[src/design/sst_pkg.sv]
// Shared types and constants for the sparse-set component table.
// Field widths, default sizing, operation and status codes.
// No dependencies.
package sst_pkg;

    // Fixed port field widths
    localparam int OP_W    = 2;
    localparam int ENT_W   = 10;
    localparam int DATA_W  = 64;
    localparam int STAT_W  = 3;
    localparam int SLOT_W  = 10;
    localparam int COUNT_W = 11;

    // Default sizing
    localparam int DEF_MAX_ENTITIES = 1024;
    localparam int DEF_CAPACITY     = 1024;
    localparam int DEF_DATA_BITS    = 64;

    // Operation codes
    localparam logic [OP_W-1:0] OP_SET = 2'd0;
    localparam logic [OP_W-1:0] OP_DEL = 2'd1;
    localparam logic [OP_W-1:0] OP_GET = 2'd2;

    // Result status codes
    localparam logic [STAT_W-1:0] ST_INSERTED = 3'd0;
    localparam logic [STAT_W-1:0] ST_UPDATED  = 3'd1;
    localparam logic [STAT_W-1:0] ST_DELETED  = 3'd2;
    localparam logic [STAT_W-1:0] ST_READ     = 3'd3;
    localparam logic [STAT_W-1:0] ST_INVALID  = 3'd4;
    localparam logic [STAT_W-1:0] ST_ABSENT   = 3'd5;
    localparam logic [STAT_W-1:0] ST_FULL     = 3'd6;

endpackage

[src/design/sst_ctrl.sv]
// Sequencer for the sparse-set table: reads the sparse map and dense store,
// decides the operation, writes back, and holds the result register.
// Depends on sst_pkg.
module sst_ctrl import sst_pkg::*; #(
    parameter int MAX_ENTITIES = DEF_MAX_ENTITIES,
    parameter int CAPACITY     = DEF_CAPACITY,
    parameter int DATA_BITS    = DEF_DATA_BITS
) (
    input  logic                                       aclk,
    input  logic                                       aresetn,
    // input channel
    input  logic                                       s_valid,
    output logic                                       s_ready,
    input  logic [OP_W-1:0]                            s_operation,
    input  logic [ENT_W-1:0]                           s_entity_index,
    input  logic                                       s_id_valid,
    input  logic [DATA_W-1:0]                          s_data_word,
    // result channel
    output logic                                       m_valid,
    input  logic                                       m_ready,
    output logic [STAT_W-1:0]                          m_status,
    output logic [DATA_W-1:0]                          m_read_data,
    output logic [SLOT_W-1:0]                          m_slot,
    output logic [COUNT_W-1:0]                         m_entry_count,
    // sparse map port
    output logic                                       map_we,
    output logic [$clog2(MAX_ENTITIES)-1:0]            map_waddr,
    output logic [$clog2(CAPACITY):0]                  map_wdata,
    output logic [$clog2(MAX_ENTITIES)-1:0]            map_raddr,
    input  logic [$clog2(CAPACITY):0]                  map_rdata,
    // dense store port: {owner, data}
    output logic                                       dense_we,
    output logic [$clog2(CAPACITY)-1:0]                dense_waddr,
    output logic [$clog2(MAX_ENTITIES)+DATA_BITS-1:0]  dense_wdata,
    output logic [$clog2(CAPACITY)-1:0]                dense_raddr,
    input  logic [$clog2(MAX_ENTITIES)+DATA_BITS-1:0]  dense_rdata
);

    localparam int IW = $clog2(MAX_ENTITIES);
    localparam int SW = $clog2(CAPACITY);
    localparam int CW = $clog2(CAPACITY + 1);

    localparam logic [2:0] S_CLEAR = 3'd0;
    localparam logic [2:0] S_IDLE  = 3'd1;
    localparam logic [2:0] S_MAP   = 3'd2;
    localparam logic [2:0] S_READ  = 3'd3;
    localparam logic [2:0] S_MOVE  = 3'd4;

    logic [2:0]           state_reg, state_next;
    logic [IW-1:0]        clr_reg, clr_next;
    logic [CW-1:0]        cnt_reg, cnt_next;
    logic [OP_W-1:0]      op_reg;
    logic [IW-1:0]        ent_reg;
    logic [DATA_BITS-1:0] word_reg;
    logic [SW-1:0]        slot_reg, slot_next;

    logic                 m_valid_reg, m_valid_next;
    logic [STAT_W-1:0]    m_status_reg, m_status_next;
    logic [DATA_W-1:0]    m_read_data_reg, m_read_data_next;
    logic [SLOT_W-1:0]    m_slot_reg, m_slot_next;
    logic [COUNT_W-1:0]   m_entry_count_reg, m_entry_count_next;

    logic                 accept;
    logic                 bad_id;
    logic                 load;
    logic                 map_hit;
    logic [SW-1:0]        map_slot;
    logic [CW-1:0]        last;

    assign s_ready  = (state_reg == S_IDLE) && (!m_valid_reg || m_ready);
    assign accept   = s_valid && s_ready;
    assign bad_id   = !s_id_valid
                   || (32'(s_entity_index) >= 32'(MAX_ENTITIES))
                   || !(s_operation inside {OP_SET, OP_DEL, OP_GET});
    assign map_hit  = map_rdata[SW];
    assign map_slot = map_rdata[SW-1:0];
    assign last     = cnt_reg - 1'b1;

    always_comb begin
        state_next         = state_reg;
        clr_next           = clr_reg;
        cnt_next           = cnt_reg;
        slot_next          = slot_reg;
        load               = 1'b0;
        m_status_next      = m_status_reg;
        m_read_data_next   = '0;
        m_slot_next        = '0;
        m_entry_count_next = COUNT_W'(cnt_reg);
        map_we             = 1'b0;
        map_waddr          = ent_reg;
        map_wdata          = '0;
        map_raddr          = IW'(s_entity_index);
        dense_we           = 1'b0;
        dense_waddr        = map_slot;
        dense_wdata        = {ent_reg, word_reg};
        dense_raddr        = map_slot;

        case (state_reg)
            S_CLEAR: begin
                // sweep the sparse map to empty, one entry a cycle
                map_we    = 1'b1;
                map_waddr = clr_reg;
                clr_next  = clr_reg + 1'b1;
                if (clr_reg == IW'(MAX_ENTITIES - 1)) begin
                    state_next = S_IDLE;
                end
            end
            S_IDLE: begin
                if (accept) begin
                    if (bad_id) begin
                        load          = 1'b1;
                        m_status_next = ST_INVALID;
                    end else begin
                        state_next = S_MAP;
                    end
                end
            end
            S_MAP: begin
                state_next = S_IDLE;
                case (op_reg)
                    OP_SET: begin
                        load = 1'b1;
                        if (map_hit) begin
                            dense_we      = 1'b1;
                            m_status_next = ST_UPDATED;
                            m_slot_next   = SLOT_W'(map_slot);
                        end else if (cnt_reg == CW'(CAPACITY)) begin
                            m_status_next = ST_FULL;
                        end else begin
                            // append at the end of the dense store
                            dense_we           = 1'b1;
                            dense_waddr        = cnt_reg[SW-1:0];
                            map_we             = 1'b1;
                            map_wdata          = {1'b1, cnt_reg[SW-1:0]};
                            cnt_next           = cnt_reg + 1'b1;
                            m_status_next      = ST_INSERTED;
                            m_slot_next        = SLOT_W'(cnt_reg);
                            m_entry_count_next = COUNT_W'(cnt_next);
                        end
                    end
                    OP_DEL: begin
                        if (!map_hit) begin
                            load          = 1'b1;
                            m_status_next = ST_ABSENT;
                        end else begin
                            map_we    = 1'b1;
                            slot_next = map_slot;
                            if (CW'(map_slot) == last) begin
                                // last entry: drop with no move
                                load               = 1'b1;
                                cnt_next           = last;
                                m_status_next      = ST_DELETED;
                                m_slot_next        = SLOT_W'(map_slot);
                                m_entry_count_next = COUNT_W'(last);
                            end else begin
                                dense_raddr = last[SW-1:0];
                                state_next  = S_MOVE;
                            end
                        end
                    end
                    OP_GET: begin
                        if (!map_hit) begin
                            load          = 1'b1;
                            m_status_next = ST_ABSENT;
                        end else begin
                            slot_next  = map_slot;
                            state_next = S_READ;
                        end
                    end
                    default: begin
                        load          = 1'b1;
                        m_status_next = ST_INVALID;
                    end
                endcase
            end
            S_READ: begin
                load             = 1'b1;
                state_next       = S_IDLE;
                m_status_next    = ST_READ;
                m_read_data_next = DATA_W'(dense_rdata[DATA_BITS-1:0]);
                m_slot_next      = SLOT_W'(slot_reg);
            end
            S_MOVE: begin
                // move the last entry into the freed slot and repoint its owner
                load               = 1'b1;
                state_next         = S_IDLE;
                dense_we           = 1'b1;
                dense_waddr        = slot_reg;
                dense_wdata        = dense_rdata;
                map_we             = 1'b1;
                map_waddr          = dense_rdata[IW+DATA_BITS-1:DATA_BITS];
                map_wdata          = {1'b1, slot_reg};
                cnt_next           = last;
                m_status_next      = ST_DELETED;
                m_slot_next        = SLOT_W'(slot_reg);
                m_entry_count_next = COUNT_W'(last);
            end
            default: begin
                state_next = S_IDLE;
            end
        endcase

        if (load) begin
            m_valid_next = 1'b1;
        end else if (m_ready) begin
            m_valid_next = 1'b0;
        end else begin
            m_valid_next = m_valid_reg;
        end
    end

    always_ff @(posedge aclk) begin
        if (!aresetn) begin
            state_reg   <= S_CLEAR;
            clr_reg     <= '0;
            cnt_reg     <= '0;
            m_valid_reg <= 1'b0;
        end else begin
            state_reg   <= state_next;
            clr_reg     <= clr_next;
            cnt_reg     <= cnt_next;
            m_valid_reg <= m_valid_next;
        end
    end

    always_ff @(posedge aclk) begin
        if (accept) begin
            op_reg   <= s_operation;
            ent_reg  <= IW'(s_entity_index);
            word_reg <= s_data_word[DATA_BITS-1:0];
        end
        slot_reg <= slot_next;
        if (load) begin
            m_status_reg      <= m_status_next;
            m_read_data_reg   <= m_read_data_next;
            m_slot_reg        <= m_slot_next;
            m_entry_count_reg <= m_entry_count_next;
        end
    end

    assign m_valid       = m_valid_reg;
    assign m_status      = m_status_reg;
    assign m_read_data   = m_read_data_reg;
    assign m_slot        = m_slot_reg;
    assign m_entry_count = m_entry_count_reg;

`ifndef NO_ASSERTIONS
    // an accepted item either produces its result at once or keeps the block busy
    a_progress: assert property (@(posedge aclk) disable iff (!aresetn)
        s_valid && s_ready |=> m_valid_reg || (state_reg != S_IDLE))
        else $error("accepted item left no trace");

    // the entry count moves only together with a new result
    a_count_with_result: assert property (@(posedge aclk) disable iff (!aresetn)
        $past(aresetn) && (cnt_reg != $past(cnt_reg)) |-> $rose(m_valid_reg))
        else $error("entry count changed without a result");

    a_insert_grows: assert property (@(posedge aclk) disable iff (!aresetn)
        $past(aresetn) && $rose(m_valid_reg) && (m_status_reg == ST_INSERTED)
        |-> cnt_reg == CW'($past(cnt_reg) + 1'b1))
        else $error("insert did not grow the table by one");

    a_delete_shrinks: assert property (@(posedge aclk) disable iff (!aresetn)
        $past(aresetn) && $rose(m_valid_reg) && (m_status_reg == ST_DELETED)
        |-> cnt_reg == CW'($past(cnt_reg) - 1'b1))
        else $error("delete did not shrink the table by one");
`endif

endmodule

[config.mk]
export PLATFORM = sky130hd
export DESIGN_NAME = sst_ctrl
export DESIGN_NICKNAME = d
export VERILOG_FILES = /design/src/design/sst_pkg.sv /design/src/design/sst_ctrl.sv
export SDC_FILE = /design/constraint.sdc
export NUM_CORES = 1
export LEC_CHECK = 0
export ABC_AREA = 1
export BUFFER_PORTS_ARGS = -buffer_cell sky130_fd_sc_hd__buf_4
export CORE_AREA = 2 2 148 150
export CTS_BUF_LIST = sky130_fd_sc_hd__clkbuf_8
export CTS_CLUSTER_DIAMETER = 150
export DETAILED_ROUTE_END_ITERATION = 7
export DIE_AREA = 0 0 150 152
export PLACE_DENSITY_LB_ADDON = 0.15
export REMOVE_ABC_BUFFERS = 1
export SLEW_MARGIN = 20
export SYNTH_ARGS = -nofsm -noshare
export SYNTH_HDL_FRONTEND = slang
export SYNTH_SLANG_ARGS = --single-unit
[constraint.sdc]
create_clock -name aclk -period 7.4 [get_ports aclk]
set_input_delay 0.37 -clock aclk [delete_from_list [all_inputs] [get_ports aclk]]
set_output_delay 0.37 -clock aclk [all_outputs]
set_load 0.02 [all_outputs]
==> flow_metrics.py, run 1 <==
metrics = {
    "run_status": {
        "outcome": "complete, no violations",
    },
    "place": {
        "dp.cells": 1731,
        "postPlaceCellArea_mm2": 0.0131,
        "gp_congestion": 0.950,
        "dpl.hpwl_mm": 24.9,
        "port_buffers": 382,
    },
    "worst_setup_path": {
        "critPathKind": "flip-flop to primary output",
        "slowest_stage": "nor2_1",
        "crit_path_end_kind": "primary output",
        "setup.worst_path.start_class": "flip-flop",
        "worstPathCellList": "nor2_1, inv_1, nor2_2, buf_4, inv_4, buf_4, nand2_1, o221ai_1, buf_4",
        "crit_path_max_fanout": 87,
        "cp_top_family": "simple AND/OR/NAND/NOR gates",
        "worstPathRequired_ns": 7.03,
        "max_stage_delay_ns": 0.61,
        "worst-path-buf-inv": 5,
        "cp_common_cell": "buf_4",
        "cp.arrival_ns": 3.99,
    },
    "logic_synthesis": {
        "syn_avg_cell_area_um2": 8.97,
        "ys_seq_area_frac": 0.569,
        "syn-cell-area_mm2": 0.0101,
        "synth-edff-count": 174,
        "synth_warnings": 0,
        "ys_seq_elements": 199,
        "synthCells": 1122,
        "ys_types": 43,
        "synthFlopType": "edfxtp_1",
        "async_flop_share": 0,
    },
    "finish": {
        "drive_above_1_share": 0.316,
        "layout.nets": 1645,
        "post-route-util": 0.632,
        "fin_cells": 1768,
        "syn_to_final_growth_pct": 34.1,
        "final_cell_area_mm2": 0.0135,
        "seqCellArea_mm2": 0.00573,
        "fillerInstances": 1858,
        "multi_input_area_mm2": 0.00345,
    },
    "route": {
        "highest_layer": "met4",
        "drt-wirelength-per-cell_um": 18.9,
        "ant_nets": 0,
        "routed-wl-met2_mm": 16.4,
        "drt-met1-wl_mm": 12.8,
        "drtPass1Iterations": 7,
        "vias": 9267,
        "drc": 0,
        "dr_wl_met3_mm": 2.79,
        "drt-initial-drc-count": 860,
        "vias_per_cell": 5.24,
        "wirelength_mm": 33.4,
    },
    "cts": {
        "hold_buffers": 0,
        "clock-sinks": 199,
        "cts_buffers": 17,
        "cts_resized": 0,
        "clk_latency_ns": 0.50,
        "post_cts_buffers": 0,
        "clk_pin_slew_worst_paths_ns": 0.13,
        "root_buffer": "clkbuf_8",
        "htree_levels": 4,
        "clockBufferDepth": 2,
        "cts_tree": "built",
    },
    "timing": {
        "fin_crit_ns": 4.36,
        "max_slew.worst_pin.slew_ns": 1.13,
        "skew_ns": 0.0245,
        "rsz0062_at_grt": "no",
        "setup_tns_ns": 0,
        "setup_viol": 0,
        "slew_viol_final": 0,
        "clock.fmax_ghz": 0.229,
        "fin_crit_sh": 0.589,
        "slew_headroom": 0.241,
        "hold_violations": 0,
    },
    "global_route": {
        "overflow": 0,
        "grt_pass1_vias": 8660,
        "grt_pass1_wl_mm": 49.7,
        "grt_max_degree": 88,
        "track_usage": 0.286,
        "antenna_found_initial": 4,
    },
    "die": {
        "die_y_um": 152,
        "pin_count": 383,
        "rows": 54,
        "start_util": 0.472,
        "coreArea_mm2": 0.0214,
        "die_w_um": 150,
        "die_area_mm2": 0.0228,
    },
    "hold_path": {
        "hold_class": "input pin to flip-flop",
    },
    "pwr": {
        "p_per_area_mw_per_mm2": 154,
        "leakage_nw": 6.25,
        "ir_worst_vdd_mv": 0.115,
        "p_total_mw": 2.08,
    },
    "flow_run": {
        "cap_violations": 0,
    },
}
[metrics by stage]
stage	hold slack [ns]	setup slack [ns]
5_1_grt	0.00978	2.65
6_report	0.0349	3.04
4_1_cts	0.0189	3.04
3_3_place_gp	0.461	3.52
2_1_floorplan	0.443	2.27
3_5_place_dp	0.478	3.45
[cell usage after synthesis, types with 2 or more instances]
master / count / area, um2
nand3_2: 2 / 20.0
nand2_4: 3 / 33.8
dfxtp_1: 25 / 500
a22o_1: 2 / 17.5
o21ai_1: 5 / 25.0
inv_1: 153 / 574
a22oi_1: 3 / 22.5
o31ai_1: 2 / 15.0
o21ai_2: 4 / 35.0
ha_1: 8 / 100
o211ai_1: 5 / 37.5
nand2_2: 8 / 50.1
inv_2: 3 / 11.3
o221ai_1: 11 / 96.3
nand4_1: 14 / 87.6
buf_1: 2 / 7.51
nor2_8: 2 / 40.0
a21oi_2: 9 / 78.8
nand3_1: 48 / 240
nor2_1: 111 / 417
nor2_2: 5 / 31.3
o22ai_1: 15 / 93.8
clkbuf_1: 37 / 139
clkinv_1: 7 / 26.3
o21bai_1: 2 / 15.0
buf_6: 2 / 22.5
a21oi_1: 40 / 200
nor2_4: 4 / 45.0
o21ai_0: 115 / 576
a311o_1: 4 / 40.0
buf_4: 12 / 90.1
edfxtp_1: 174 / 5230
buf_2: 6 / 30.0
nand3_4: 2 / 35.0
nand2_1: 253 / 950
nor3_1: 17 / 85.1
[final cells by class]
class                   count  share of cell area
diodes                      4            0.000741
clock buffers              17              0.0173
clock inverters            15              0.0130
inverters                 163              0.0456
multi-input cells         701               0.255
flip-flops and latches    199               0.424
well taps                 280              0.0260
repair buffers            389               0.218
[metal layers]
| metal | up-vias | track usage |
|---|---|---|
| li1 | 4451 | - |
| met1 | 4302 | 0.361 |
| met2 | 447 | 0.468 |
| met3 | 67 | 0.0583 |
| met4 | 0 | 0.140 |
| met5 | - | 0 |
[placed cells by master (no fill, tap or decap), drive strengths merged, types with 25 or more instances in the layout]
| cell | n |
|---|---|
| nor2 | 122 |
| dfxtp | 25 |
| buf | 389 |
| nand3 | 52 |
| edfxtp | 174 |
| o21ai | 124 |
| a21oi | 49 |
| nand2 | 264 |
| inv | 162 |
[path summary, 6_finish.rpt]
check	startpoint	endpoint	slack [ns]	cells after the start
worst max-delay path	state_reg[1]$_SDFFE_PN0P_	dense_waddr[0]	3.04	9
worst min-delay path	s_data_word[49]	word_reg[49]$_DFFE_PP_	0.03	1
worst max register to register	cnt_reg[0]$_SDFF_PN0_	m_read_data[6]$_SDFFCE_PP0P_	3.40	15
worst min register to register	clr_reg[7]$_SDFFE_PN0N_	clr_reg[7]$_SDFFE_PN0N_	0.49	2
[kinds of logic (layout without fill, tap and decap cells)]
family | after synthesis | count (layout) | share of synthesized area
AOI/OAI and AO/OA | 219 | 219 | 0.126
xor gates and xnor gates | 1 | 1 | 0.000870
other | 0 | 4 | 0
and+or+nand+nor | 473 | 473 | 0.205
DFF | 199 | 199 | 0.569
adders and majority gates | 8 | 8 | 0.00994
buffers and inverters | 222 | 584 | 0.0895
[worst register-to-register path, delay by kind of cell, from the launching register on]
family | cells | cell delay (ns)
buf+inv | 4 | 1.41
simple gates | 9 | 1.20
fa+ha+maj | 1 | 0.44
flops | 1 | 0.40
compound gates | 1 | 0.11
[power by group]
| part | internal, mW | leakage, nW | total (mW) | switching (mW) |
|---|---|---|---|---|
| registers | 1.21 | 1.80 | 1.21 | 0.000844 |
| logic | 0.0786 | 4.25 | 0.148 | 0.0698 |
| clock network | 0.259 | 0.200 | 0.717 | 0.457 |
| total | 1.55 | 6.25 | 2.08 | 0.528 |
No activity file was read; power rests on OpenSTA's default activity.
==> inputs of run 2 (changes only) <==
==> constraint.sdc (replaced) <==
create_clock -name aclk -period 4.45 [get_ports aclk]
set_input_delay 0.2225 -clock aclk [delete_from_list [all_inputs] [get_ports aclk]]
set_output_delay 0.2225 -clock aclk [all_outputs]
set_load 0.02 [all_outputs]
==> run 2 against run 1 <==
Register-to-register slack lost 2.5 ns. First-iteration DRC count shrank 16%. Combinational power increased by 110%. Cell count grew 4.9%. Clock skew about the same. Design area grew 6.7%. Global-route usage grew 0.73 points. Largest power group unchanged. Worst hold slack better by 0.0018 ns. Non-clock buffer count is 90 higher.
==> flow_metrics.py, run 2 (same netlist as run 1, synthesis figures left out) <==
metrics = {
    "run_status": {
        "outcome": "complete, no violations",
    },
    "worst_setup_path": {
        "r2r-start": "cnt_reg[0]$_SDFF_PN0_",
        "crit_path_max_fanout": 22,
        "worstPathCellList": "inv_1, ha_1, nand2_4, nor2_8, nand2_1, nand3_1, nand2_1, nand3_1, nor2_1, nand2_1, nand3_2, o21ai_0, buf_4",
        "worstPathRequired_ns": 4.23,
        "cp_common_cell": "nand2_1",
        "max_stage_delay_ns": 0.48,
        "reg2reg_to": "m_read_data[54]$_SDFFCE_PP0P_",
        "cp.arrival_ns": 3.51,
        "setup.worst_path.start_class": "flip-flop",
        "critPathKind": "flip-flop to primary output",
        "reg2reg_depth": 15,
        "crit_path_end_kind": "primary output",
        "slowest_stage": "o21ai_0",
        "r2r_slack_ns": 0.91,
    },
    "cts": {
        "clockBufferDepth": 2,
        "root_buffer": "clkbuf_8",
        "cts_buffers": 17,
        "clk_latency_ns": 0.49,
        "clock-sinks": 199,
        "cts_resized": 0,
        "clk_pin_slew_worst_paths_ns": 0.13,
        "cts_tree": "built",
        "htree_levels": 4,
    },
    "hold_path": {
        "hold_depth": 3,
        "holdCritStartpoint": "dense_rdata[19]",
        "hold_class": "input pin to flip-flop",
        "holdPathEnd": "m_read_data[19]$_SDFFCE_PP0P_",
    },
    "place": {
        "port_buffers": 382,
        "gp_congestion": 0.942,
        "dpl.hpwl_mm": 25.0,
        "post-place-ws_ns": 0.969,
        "dp.cells": 1735,
    },
    "finish": {
        "fin_cells": 1855,
        "final_common_cell": "buf_4",
        "drive_above_1_share": 0.301,
        "fillerInstances": 1750,
        "layout.nets": 1735,
        "syn_to_final_growth_pct": 43.0,
        "mostFrequentLayoutCells": "buf_4, nand2_1, edfxtp_1",
    },
    "route": {
        "drc": 0,
        "drt-initial-drc-count": 720,
        "ant_nets": 0,
        "vias": 9534,
        "drt-wirelength-per-cell_um": 18.5,
        "vias_per_cell": 5.14,
        "wirelength_mm": 34.3,
        "drtPass1Iterations": 5,
    },
    "pwr": {
        "ir_worst_vdd_mv": 0.174,
        "p_per_area_mw_per_mm2": 246,
        "p_total_mw": 3.55,
        "leakage_nw": 6.64,
    },
    "die": {
        "die_y_um": 152,
        "die_area_mm2": 0.0228,
        "die_w_um": 150,
        "rows": 54,
        "coreArea_mm2": 0.0214,
        "pin_count": 383,
        "start_util": 0.472,
    },
    "global_route": {
        "antenna_found_initial": 1,
        "overflow": 0,
        "grt_max_degree": 107,
        "grt_pass1_wl_mm": 51.1,
        "grt_pass1_vias": 9194,
        "track_usage": 0.293,
    },
    "timing": {
        "hold_violations": 0,
        "clock.fmax_ghz": 0.268,
        "max_slew.worst_pin.slew_ns": 1.14,
        "skew_ns": 0.0244,
        "setup_viol": 0,
        "whs_ns": 0.0368,
        "slew_headroom": 0.234,
        "fin_crit_ns": 3.73,
        "fin_crit_sh": 0.838,
        "slew_viol_final": 0,
        "finalWorstSetupSlack_ns": 0.719,
        "rsz0062_at_grt": "no",
    },
    "flow_run": {
        "cap_violations": 0,
    },
}
## run 2: cell count changes in the layout (fill, tap and decap cells not counted), sizes merged
| cell | delta |
|---|---|
| inv | +1 |
| diode | -3 |
| clkinvlp | -1 |
| buf | +3 |
| dlygate4sd3 | +87 |
## run 2: critical path: cells and delay by family, from the launching register on
kind            cells  cell delay, ns
compound gates      1            0.48
fa+ha+maj           1            0.45
flops               1            0.39
simple gates        9            1.20
buf+inv             2            0.51
## run 2: per-stage QoR
step / cell area (um2) / util / TNS [ns]
after floorplan: 9780 / - / -59.75
after CTS: 14400 / 0.674 / 0
final: 14400 / 0.674 / 0
after global routing: 14400 / 0.674 / 0
after global placement: 13100 / 0.613 / 0
after detailed placement: 13100 / 0.613 / 0
## run 2: worst max path at each step
| stage | start | endpoint | slack (ns) | depth (start not counted) |
|---|---|---|---|---|
| floorplan | state_reg[0]$_SDFFE_PN0P_ | m_entry_count[0]$_DFFE_PP_ | -0.68 | 7 |
| global placement | cnt_reg[0]$_SDFF_PN0_ | m_read_data[44]$_SDFFCE_PP0P_ | 1.02 | 15 |
| detailed placement | cnt_reg[0]$_SDFF_PN0_ | m_read_data[44]$_SDFFCE_PP0P_ | 0.97 | 15 |
| CTS | cnt_reg[0]$_SDFF_PN0_ | dense_raddr[2] | 0.76 | 13 |
| global route | cnt_reg[0]$_SDFF_PN0_ | dense_raddr[2] | 0.44 | 15 |
| finish | cnt_reg[0]$_SDFF_PN0_ | dense_raddr[2] | 0.72 | 13 |
## run 2: per-layer routing
layer,vias up,wire [um],global-route usage
met4,0,1660,0.150
met5,-,0,0
li1,4621,-,-
met2,449,17000,0.495
met3,89,2520,0.0477
met1,4375,13100,0.361
## run 2: layout make-up
type | count | area [um2] | share of cell area
Clock inverter | 15 | 195 | 0.0136
Multi-Input combinational cell | 701 | 3450 | 0.239
Inverter | 163 | 618 | 0.0429
Timing Repair Buffer | 479 | 3830 | 0.266
Tap cell | 280 | 350 | 0.0243
Sequential cell | 199 | 5730 | 0.398
Clock buffer | 17 | 234 | 0.0162
Antenna cell | 1 | 2.50 | 0.000174
## run 2: where the power goes
part | internal, mW | switching (mW) | leakage [nW] | total [mW]
Clock | 0.444 | 0.777 | 0.214 | 1.22
Sequential | 2.01 | 0.00153 | 1.80 | 2.01
Combinational | 0.181 | 0.133 | 4.62 | 0.313
Total | 2.64 | 0.912 | 6.64 | 3.55
## run 2: timing repair
| item | CTS | global route |
|---|---|---|
| endpoints found under the hold margin | 88 | 0 |
| hold buffers | 87 | 0 |
| buffers inserted | 0 | 0 |
| endpoints found under the setup margin | 0 | 0 |
==> inputs of run 3 (changes only) <==
==> constraint.sdc (replaced) <==
create_clock -name aclk -period 3.7 [get_ports aclk]
set_input_delay 0.185 -clock aclk [delete_from_list [all_inputs] [get_ports aclk]]
set_output_delay 0.185 -clock aclk [all_outputs]
set_load 0.02 [all_outputs]
==> run 3 against run 2 <==
Combinational power rose by 26%. Sequential power rose by 20%. Worst hold slack got worse by 0.0047 ns. Non-clock buffer count rose by 21. Cell count rose by 1.2%. First-iteration DRC count rose by 4.7%. Via count rose by 2.9%. Count of clock-buffer cells in the layout did not move. Critical path depth rose by 2. Flip-flop and latch count did not move. Clock skew fell by 0.0067 ns.
==> flow_metrics.py, run 3 (same netlist as run 1, synthesis figures left out) <==
metrics = {
    "run_status": {
        "outcome": "complete, no violations",
    },
    "worst_setup_path": {
        "crit_path_end_kind": "primary output",
        "cp.arrival_ns": 3.21,
        "critPathKind": "flip-flop to primary output",
        "reg2reg_depth": 15,
        "setup.worst_path.start_class": "flip-flop",
        "crit_path_max_fanout": 22,
        "worstPathRequired_ns": 3.51,
    },
    "pwr": {
        "leakage_nw": 6.72,
        "ir_worst_vdd_mv": 0.217,
        "p_per_area_mw_per_mm2": 290,
        "p_total_mw": 4.24,
    },
    "route": {
        "drc": 0,
        "ant_nets": 0,
        "vias": 9809,
        "drtPass1Iterations": 7,
        "drt-wirelength-per-cell_um": 18.5,
        "drt-initial-drc-count": 754,
        "vias_per_cell": 5.22,
        "wirelength_mm": 34.8,
    },
    "timing": {
        "fin_crit_sh": 0.916,
        "setup_tns_ns": 0,
        "rsz0062_at_grt": "no",
        "setup_viol": 0,
        "fin_crit_ns": 3.39,
        "max_slew.worst_pin.slew_ns": 0.887,
        "clock.fmax_ghz": 0.295,
        "slew_viol_final": 0,
        "slew_headroom": 0.408,
        "finalWorstSetupSlack_ns": 0.310,
        "whs_ns": 0.0321,
        "hold_violations": 0,
        "skew_ns": 0.0177,
    },
    "finish": {
        "multi_input_area_mm2": 0.00346,
        "drive_above_1_share": 0.300,
        "syn_to_final_growth_pct": 45.2,
        "layout.nets": 1756,
        "final_common_cell": "buf_4",
        "mostFrequentLayoutCells": "buf_4, nand2_1, edfxtp_1",
        "fillerInstances": 1678,
        "seqCellArea_mm2": 0.00573,
    },
    "cts": {
        "cts_buffers": 17,
        "clk_latency_ns": 0.47,
        "root_buffer": "clkbuf_8",
        "clk_pin_slew_worst_paths_ns": 0.11,
        "clock-sinks": 199,
        "cts_tree": "built",
        "htree_levels": 4,
        "clockBufferDepth": 2,
    },
    "global_route": {
        "grt_max_degree": 129,
        "overflow": 0,
        "grt_pass1_vias": 9399,
        "track_usage": 0.296,
        "antenna_found_initial": 2,
        "grt_pass1_wl_mm": 51.6,
    },
    "flow_run": {
        "cap_violations": 0,
    },
    "die": {
        "die_y_um": 152,
        "die_w_um": 150,
        "die_area_mm2": 0.0228,
        "start_util": 0.472,
        "pin_count": 383,
        "coreArea_mm2": 0.0214,
        "rows": 54,
    },
    "hold_path": {
        "hold_class": "input pin to flip-flop",
        "hold_depth": 3,
    },
    "place": {
        "post-place-ws_ns": 0.360,
        "port_buffers": 382,
        "gp_congestion": 0.951,
        "dpl.hpwl_mm": 25.0,
    },
}
[run 3: cell types whose count changed in the layout (fill, tap and decap cells not counted), sizes merged]
cell         previous run  this run
buf                   392       397
diode                   1         3
inv                   163       161
clkinv                 15        16
clkinvlp                0         1
dlygate4sd3            87       103
[run 3: final timing paths]
path                           startpoint                       endpoint  slack, ns
setup / recovery    cnt_reg[0]$_SDFF_PN0_                 dense_raddr[0]       0.31
hold / removal            dense_rdata[42]  m_read_data[42]$_SDFFCE_PP0P_       0.03
hold reg to reg   clr_reg[9]$_SDFFE_PN0N_        clr_reg[9]$_SDFFE_PN0N_       0.49
setup reg to reg    cnt_reg[0]$_SDFF_PN0_  m_read_data[59]$_SDFFCE_PP0P_       0.45
[run 3: worst max-delay path, stage by stage (launching register included)]
cell and delay (ns):
dfxtp_1 0.55, clkinvlp_4 0.23, ha_2 0.41, inv_1 0.05, nand2_1 0.08, nand4_1 0.10
nor2_1 0.13, nand2_1 0.09, nor2_1 0.09, nand3_1 0.07, nor2_1 0.20, nand2_1 0.13
nand3_4 0.24, nand2_1 0.08, o21ai_1 0.13, buf_4 0.18
[run 3: timing repair]
| item | in CTS | in global routing |
|---|---|---|
| endpoints found under the hold margin | 109 | 0 |
| hold buffers | 103 | 0 |
| buffers inserted | 0 | 2 |
| gates resized for setup | 0 | 3 |
| endpoints found under the setup margin | 0 | 10 |
[run 3: stage by stage]
stage / utilization / area (um2) / cells
final: 0.685 / 14600 / 1878
after floorplan: - / 9780 / 1063
after global routing: 0.684 / 14600 / 1877
after global placement: 0.615 / 13100 / 1738
after detailed placement: 0.615 / 13100 / 1738
after CTS: 0.683 / 14600 / 1873
[run 3: power breakdown]
| part | switching [mW] | total (mW) | internal (mW) |
|---|---|---|---|
| Clock | 0.904 | 1.43 | 0.522 |
| Sequential | 0.00217 | 2.42 | 2.42 |
| Combinational | 0.166 | 0.394 | 0.228 |
| Total | 1.07 | 4.24 | 3.17 |
[run 3: cell type report]
cell class / instances / share of cell area
inverters: 163 / 0.0425
diodes: 3 / 0.000514
multi-input cells: 701 / 0.237
clock inverters: 15 / 0.0124
flip-flops and latches: 199 / 0.392
repair buffers: 500 / 0.276
well taps: 280 / 0.0240
clock buffers: 17 / 0.0160
[run 3: metal layers]
layer,wire [um],track usage
met5,0,0
met4,1550,0.141
met3,2540,0.0547
met2,17600,0.516
met1,13100,0.350
